==> src/sv/spq_pkg.sv <==
`timescale 1ns / 1ps
// ----------------------------------------------------------------------------
// spq_pkg - shared types and codes of the sorted priority queue
// Request action codes, result status codes and the stored entry layout.
// ----------------------------------------------------------------------------
package spq_pkg;

	localparam int DATA_W = 32;
	localparam int PRIO_W = 32;
	localparam int OCC_W  = 5;

	// request action codes
	localparam logic ACT_INSERT  = 1'b0;
	localparam logic ACT_EXTRACT = 1'b1;

	// result status codes
	localparam logic [1:0] ST_DONE  = 2'd0;
	localparam logic [1:0] ST_EMPTY = 2'd1;
	localparam logic [1:0] ST_FULL  = 2'd2;

	// one stored entry
	typedef struct packed {
		logic signed [DATA_W-1:0] data;
		logic signed [PRIO_W-1:0] prio;
	} entry_t;

endpackage

==> src/sv/sorted_priority_queue.sv <==
`timescale 1ns / 1ps
// Sequence: an extract passes S_EXT_RD, S_EXT_OUT and S_FIN; an extract on empty or an
// insert on full goes straight to S_FIN. An insert reads each entry in S_INS_RD and
// writes it one slot back in S_INS_CMP for each of k entries (at most CAPACITY - 1),
// and writes the new entry in S_INS_CMP, or in S_INS_RD when it lands at the front; then S_FIN.
// Flow: one request at a time, in_ready returns with the result.
// Reset: arst_n empties the queue and drops any pending result; memory not cleared.
// ----------------------------------------------------------------------------
// sorted_priority_queue - bounded max-priority queue
// Entries live in a circular memory in descending priority order. An insert
// walks back from the tail, moving lower-priority entries one slot back,
// until it finds its place; an extract pops the head.
// ----------------------------------------------------------------------------
module sorted_priority_queue #(
	parameter int CAPACITY = 16
) (
	input  logic                                clk,
	input  logic                                arst_n,
	input  logic                                in_valid,
	output logic                                in_ready,
	input  logic                                action,
	input  logic signed [spq_pkg::DATA_W-1:0]   item_data,
	input  logic signed [spq_pkg::PRIO_W-1:0]   item_priority,
	output logic                                out_valid,
	input  logic                                out_ready,
	output logic signed [spq_pkg::DATA_W-1:0]   out_data,
	output logic [1:0]                          status,
	output logic [spq_pkg::OCC_W-1:0]           occupancy
);
	import spq_pkg::*;

	localparam int PTR_W = (CAPACITY > 2) ? $clog2(CAPACITY) : 1;
	localparam int CNT_W = $clog2(CAPACITY + 1);

	typedef enum logic [2:0] {
		S_IDLE,
		S_INS_RD,
		S_INS_CMP,
		S_EXT_RD,
		S_EXT_OUT,
		S_FIN
	} state_t;

	state_t                    state_q;
	logic [CNT_W-1:0]          count_q;
	logic [CNT_W-1:0]          left_q;
	logic [PTR_W-1:0]          head_q;
	logic [PTR_W-1:0]          tail_q;
	logic [PTR_W-1:0]          wptr_q;
	logic [PTR_W-1:0]          rptr_q;
	logic signed [DATA_W-1:0]  data_q;
	logic signed [PRIO_W-1:0]  prio_q;
	logic signed [DATA_W-1:0]  res_data_q;
	logic [1:0]                res_status_q;
	logic                      out_valid_q;
	logic signed [DATA_W-1:0]  out_data_q;
	logic [1:0]                status_q;
	logic [OCC_W-1:0]          occ_q;

	entry_t                    mem [CAPACITY];
	entry_t                    rd_q;
	logic                      mem_we;
	logic                      mem_re;
	logic [PTR_W-1:0]          mem_waddr;
	logic [PTR_W-1:0]          mem_raddr;
	entry_t                    mem_wdata;
	entry_t                    new_entry;
	logic                      stop_here;
	logic                      accept;
	logic                      out_free;
	logic [CNT_W+OCC_W-1:0]    count_ext;

	function automatic logic [PTR_W-1:0] ptr_inc(input logic [PTR_W-1:0] p);
		ptr_inc = (p == PTR_W'(CAPACITY - 1)) ? '0 : p + 1'b1;
	endfunction

	function automatic logic [PTR_W-1:0] ptr_dec(input logic [PTR_W-1:0] p);
		ptr_dec = (p == '0) ? PTR_W'(CAPACITY - 1) : p - 1'b1;
	endfunction

	// handshake
	assign in_ready = (state_q == S_IDLE);
	assign accept   = in_valid && in_ready;
	assign out_free = !out_valid_q || out_ready;

	// shared compare: stored entry keeps its place if its priority is not lower
	assign new_entry.data = data_q;
	assign new_entry.prio = prio_q;
	assign stop_here      = (rd_q.prio >= prio_q);

	// memory port control
	always_comb begin
		mem_re    = 1'b0;
		mem_we    = 1'b0;
		mem_raddr = rptr_q;
		mem_waddr = wptr_q;
		mem_wdata = new_entry;
		unique case (state_q)
			S_INS_RD: begin
				if (left_q == '0) begin
					mem_we = 1'b1;
				end else begin
					mem_re = 1'b1;
				end
			end
			S_INS_CMP: begin
				mem_we    = 1'b1;
				mem_wdata = stop_here ? new_entry : rd_q;
			end
			S_EXT_RD: begin
				mem_re    = 1'b1;
				mem_raddr = head_q;
			end
			default: begin
			end
		endcase
	end

	// entry memory
	always_ff @(posedge clk) begin
		if (mem_we) begin
			mem[mem_waddr] <= mem_wdata;
		end
		if (mem_re) begin
			rd_q <= mem[mem_raddr];
		end
	end

	assign count_ext = {{OCC_W{1'b0}}, count_q};

	// sequencer, queue pointers and result registers
	always_ff @(posedge clk or negedge arst_n) begin
		if (!arst_n) begin
			state_q      <= S_IDLE;
			count_q      <= '0;
			left_q       <= '0;
			head_q       <= '0;
			tail_q       <= '0;
			wptr_q       <= '0;
			rptr_q       <= '0;
			data_q       <= '0;
			prio_q       <= '0;
			res_status_q <= ST_DONE;
			res_data_q   <= '0;
			out_valid_q  <= 1'b0;
			out_data_q   <= '0;
			status_q     <= ST_DONE;
			occ_q        <= '0;
		end else begin
			if (out_valid_q && out_ready) begin
				out_valid_q <= 1'b0;
			end
			unique case (state_q)
				S_IDLE: begin
					if (accept) begin
						data_q       <= item_data;
						prio_q       <= item_priority;
						res_data_q   <= '0;
						res_status_q <= ST_DONE;
						if (action == ACT_INSERT) begin
							if (count_q == CNT_W'(CAPACITY)) begin
								res_status_q <= ST_FULL;
								state_q      <= S_FIN;
							end else begin
								left_q  <= count_q;
								wptr_q  <= tail_q;
								rptr_q  <= ptr_dec(tail_q);
								state_q <= S_INS_RD;
							end
						end else begin
							if (count_q == '0) begin
								res_status_q <= ST_EMPTY;
								state_q      <= S_FIN;
							end else begin
								state_q <= S_EXT_RD;
							end
						end
					end
				end
				S_INS_RD: begin
					if (left_q == '0) begin
						count_q <= count_q + 1'b1;
						tail_q  <= ptr_inc(tail_q);
						state_q <= S_FIN;
					end else begin
						state_q <= S_INS_CMP;
					end
				end
				S_INS_CMP: begin
					if (stop_here) begin
						count_q <= count_q + 1'b1;
						tail_q  <= ptr_inc(tail_q);
						state_q <= S_FIN;
					end else begin
						wptr_q  <= rptr_q;
						rptr_q  <= ptr_dec(rptr_q);
						left_q  <= left_q - 1'b1;
						state_q <= S_INS_RD;
					end
				end
				S_EXT_RD: begin
					state_q <= S_EXT_OUT;
				end
				S_EXT_OUT: begin
					res_data_q <= rd_q.data;
					head_q     <= ptr_inc(head_q);
					count_q    <= count_q - 1'b1;
					state_q    <= S_FIN;
				end
				S_FIN: begin
					if (out_free) begin
						out_valid_q <= 1'b1;
						out_data_q  <= res_data_q;
						status_q    <= res_status_q;
						occ_q       <= count_ext[OCC_W-1:0];
						state_q     <= S_IDLE;
					end
				end
				default: begin
					state_q <= S_IDLE;
				end
			endcase
		end
	end

	assign out_valid = out_valid_q;
	assign out_data  = out_data_q;
	assign status    = status_q;
	assign occupancy = occ_q;

endmodule

==> config.mk <==
export PLATFORM = sky130hd
export DESIGN_NAME = sorted_priority_queue
export DESIGN_NICKNAME = d
export VERILOG_FILES = /design/src/sv/spq_pkg.sv /design/src/sv/sorted_priority_queue.sv
export SDC_FILE = /design/constraint.sdc
export NUM_CORES = 2
export LEC_CHECK = 0
export BUFFER_PORTS_ARGS = -buffer_cell sky130_fd_sc_hd__buf_2
export CELL_PAD_IN_SITES_DETAIL_PLACEMENT = 0
export CELL_PAD_IN_SITES_GLOBAL_PLACEMENT = 1
export CORE_UTILIZATION = 50
export DETAILED_ROUTE_END_ITERATION = 10
export HOLD_SLACK_MARGIN = 0.1
export PLACE_DENSITY = 0.75
export SLEW_MARGIN = 25
export SYNTH_ARGS = -nofsm -noshare
export SYNTH_HDL_FRONTEND = slang
export SYNTH_SLANG_ARGS = --single-unit
export TNS_END_PERCENT = 100
==> constraint.sdc <==
create_clock -name clk -period 11.45 [get_ports clk]
set_input_delay 1.145 -clock clk [delete_from_list [all_inputs] [get_ports clk]]
set_output_delay 1.145 -clock clk [all_outputs]
set_load 0.01 [all_outputs]
==> impl_metrics.csv <==
group,metric,value,unit
min_path,hold_class,"in2async",
synth,yosysSeqAreaShare,0.747,
clock_tree,cts-root-buf,"clkbuf_16",
sta,tns,0,ps
final_layout,final_common_cell,"edfxtp_1",
final_layout,nets,2960,
run,cap_violations,0,
floorplan,start_util,0.508,
sta,setup_viol,0,
synth,ys_ff_latch,1255,
floorplan,io_pins,110,
sta,worst_pin_slew,1040,ps
final_layout,nFillCells,7224,
sta,grt_setup_unrepaired,"false",
final_layout,area_delta_synth_final,13.1,%
drt,drc,0,
worst_setup_path,end_kind,"flip-flop",
floorplan,die-area,99900,sq um
clock_tree,cts.htree.levels,3,
worst_setup_path,crit_fanout,46,
worst_setup_path,crit_end,"rd_q[20]",
clock_tree,clock_path_buffers,3,
worst_setup_path,rrSetupSlack,7130,ps
drt,wire_per_inst,26.7,um
placement,gp_congestion,0.794,
worst_setup_path,path_class,"reg2reg",
final_layout,final_cells,4228,
synth,synth_nets,2791,
pwr,p_leak,0.0191,uW
clock_tree,path_clk_slew,60,ps
pwr,p_per_area,280,nW/um^2
floorplan,die_y,316,um
clock_tree,cts_resized,0,
worst_setup_path,critPathArrivalTime,4720,ps
drt,vias_per_cell,5.98,
sta,max_freq,231,MHz
pwr,irDropWorstVdd,195,uV
drt,drt_first_iter_violations,2663,
floorplan,core_area,97100,sq um
final_layout,mostFrequentLayoutCells,"edfxtp_1, nand2_1, mux4_2",
synth,synth_area_per_cell,18.4,sq um
global_routing,antenna_found_initial,2,
clock_tree,cts_hold_buf,0,
worst_setup_path,cp-startpoint,"state_q[2]",
synth,synth_edf_count,1088,
sta,skew,34.1,ps
global_routing,grt_max_degree,140,
final_layout,finalInstanceArea,55800,sq um
sta,period_share,0.378,
synth,yosys_most_used_dff,"edfxtp_1",
placement,placed_cell_area,51500,sq um
drt,vias,25295,
sta,whs,395,ps
clock_tree,cts-buffers-inserted,121,
sta,hold_viol_final,0,
worst_setup_path,r2r_end,"rd_q[20]",
global_routing,grt_pass1_vias,26239,
sta,setup_ws,7130,ps
clock_tree,post_cts_buffers,0,
synth,synth.cell_area,49300,sq um
sta,finalMaxSlewViolations,0,
placement,hpwl,56.4,mm
global_routing,grt_use_total,0.231,
synth,yosysUniqueCellTypes,54,
worst_setup_path,cp-start-kind,"flip-flop",
clock_tree,insertion_delay,700,ps
worst_setup_path,ff2ff_path_depth,9,
floorplan,die_x,316,um
placement,place_ws,7060,ps
global_routing,grt_pass1_wl,169,mm
placement,port_buffers,109,
final_layout,multi_input_area,11700,sq um
sta,min_period,4320,ps
synth,syn_inst,2679,
clock_tree,cts_tree,"done",
drt,drtPass1Iterations,7,
synth,yosysWarnings,0,
drt,drt_wl_total,113,mm
synth,async_reset_ff_frac,0.133,
worst_setup_path,crit_required,11850,ps
drt,drtAntennaViolNets,0,
global_routing,overflow,0,
final_layout,diodes,0,
worst_setup_path,r2r_start,"state_q[2]",
status,outcome,"complete, no violations",
sta,relSlewSlack,0.307,
final_layout,seqCellArea,36900,sq um
floorplan,rows,114,
placement,placed_cells,4000,
clock_tree,cts.sinks,1255,
final_layout,drive_gt1_frac,0.254,
==> stage by stage <==
step | util | total power [uW]
4_1_cts | 0.574 | 15700
3_5_place_dp | 0.530 | 11500
3_3_place_gp | 0.530 | 11300
5_1_grt | 0.574 | 16400
6_report | 0.574 | 15600
2_1_floorplan | - | 10100
==> cell type report <==
cell class,count,share of cell area
clock inverter,69,0.0161
sequential,1255,0.661
clock buffer,158,0.0596
tap,1276,0.0286
timing repair buffer,194,0.0218
inverter,50,0.00337
multi-input combinational,1226,0.210
==> flip-flops by register name, summed over array words and instances, names as in the netlist, 32 cells and up <==
register    cells
data_q         32
prio_q         32
mem          1024
rd_q           64
out_data       32
res_data_q     32
==> worst min path at each step <==
| stage | start | endpoint | cells past startpoint |
|---|---|---|---|
| 2_1_floorplan | res_status_q[1] | res_status_q[1] | 2 |
| 3_3_place_gp | rd_q[57] | res_data_q[25] | 2 |
| 3_5_place_dp | rd_q[57] | res_data_q[25] | 2 |
| 4_1_cts | arst_n | count_q[4] | 1 |
| 5_1_grt | arst_n | count_q[0] | 1 |
| 6_report | arst_n | count_q[4] | 1 |
==> critical path, stage by stage (launching register included) <==
cell and delay [ps]:
dfrtp_1 570, inv_2 130, nand3_4 170, mux2i_4 460, buf_4 810, buf_4 770, mux4_2 580, and2_1 170
a211oi_1 230, a31oi_1 70
==> cells in the mapped netlist (2+ instances only) <==
| cell | n | share of area |
|---|---|---|
| mux2_2 | 78 | 0.018 |
| dfrtp_1 | 167 | 0.085 |
| a21boi_0 | 2 | 0.00030 |
| inv_1 | 49 | 0.0037 |
| nor4_1 | 6 | 0.00076 |
| a21oi_1 | 27 | 0.0027 |
| buf_6 | 17 | 0.0039 |
| clkbuf_1 | 76 | 0.0058 |
| nor3_1 | 13 | 0.0013 |
| a211oi_1 | 67 | 0.010 |
| nand3_1 | 36 | 0.0037 |
| nor2_1 | 32 | 0.0024 |
| nand3b_1 | 3 | 0.00046 |
| a21o_1 | 5 | 0.00076 |
| nand2_1 | 375 | 0.029 |
| ha_1 | 42 | 0.011 |
| a22o_1 | 2 | 0.00036 |
| a22oi_1 | 3 | 0.00046 |
| or2_2 | 2 | 0.00025 |
| o22ai_1 | 5 | 0.00063 |
| o21ai_0 | 76 | 0.0077 |
| and2_1 | 66 | 0.0084 |
| a31oi_1 | 70 | 0.0089 |
| xnor2_1 | 5 | 0.00089 |
| or3_1 | 4 | 0.00051 |
| mux2i_1 | 7 | 0.0014 |
| o221a_2 | 2 | 0.00046 |
| nand2b_1 | 5 | 0.00063 |
| o311ai_0 | 2 | 0.00036 |
| a221oi_1 | 5 | 0.00089 |
| buf_1 | 8 | 0.00061 |
| and3_1 | 4 | 0.00051 |
| nand4_1 | 9 | 0.0011 |
| buf_4 | 8 | 0.0012 |
| mux4_2 | 256 | 0.12 |
| buf_2 | 39 | 0.0040 |
| edfxtp_1 | 1088 | 0.66 |
| xor2_1 | 2 | 0.00036 |
==> metal layers <==
layer | global-route usage | routed length [um] | up-vias
li1 | - | - | 10910
met1 | 0.328 | 47100 | 13322
met2 | 0.381 | 55600 | 941
met3 | 0.0344 | 8340 | 122
met4 | 0.0527 | 1650 | 0
met5 | 0 | 0 | -
==> power breakdown <==
group          internal (uW)  total [uW]  switching (uW)
Clock                   2510        4190            1670
Combinational           1890        4790            2890
Sequential              6330        6630             298
Total                  10700       15600            4870
==> cells by family (layout without fill, tap and decap cells) <==
kind of cell	Yosys count	count (layout)	synth area share
flops	1255	1255	0.747
simple gates	562	562	0.0500
mux	342	342	0.136
compound gates	272	272	0.0348
buf+inv	198	471	0.0193
fa+ha+maj	43	43	0.0111
xor+xnor	7	7	0.00124
Note: power is estimated with default switching activity, not from simulation.
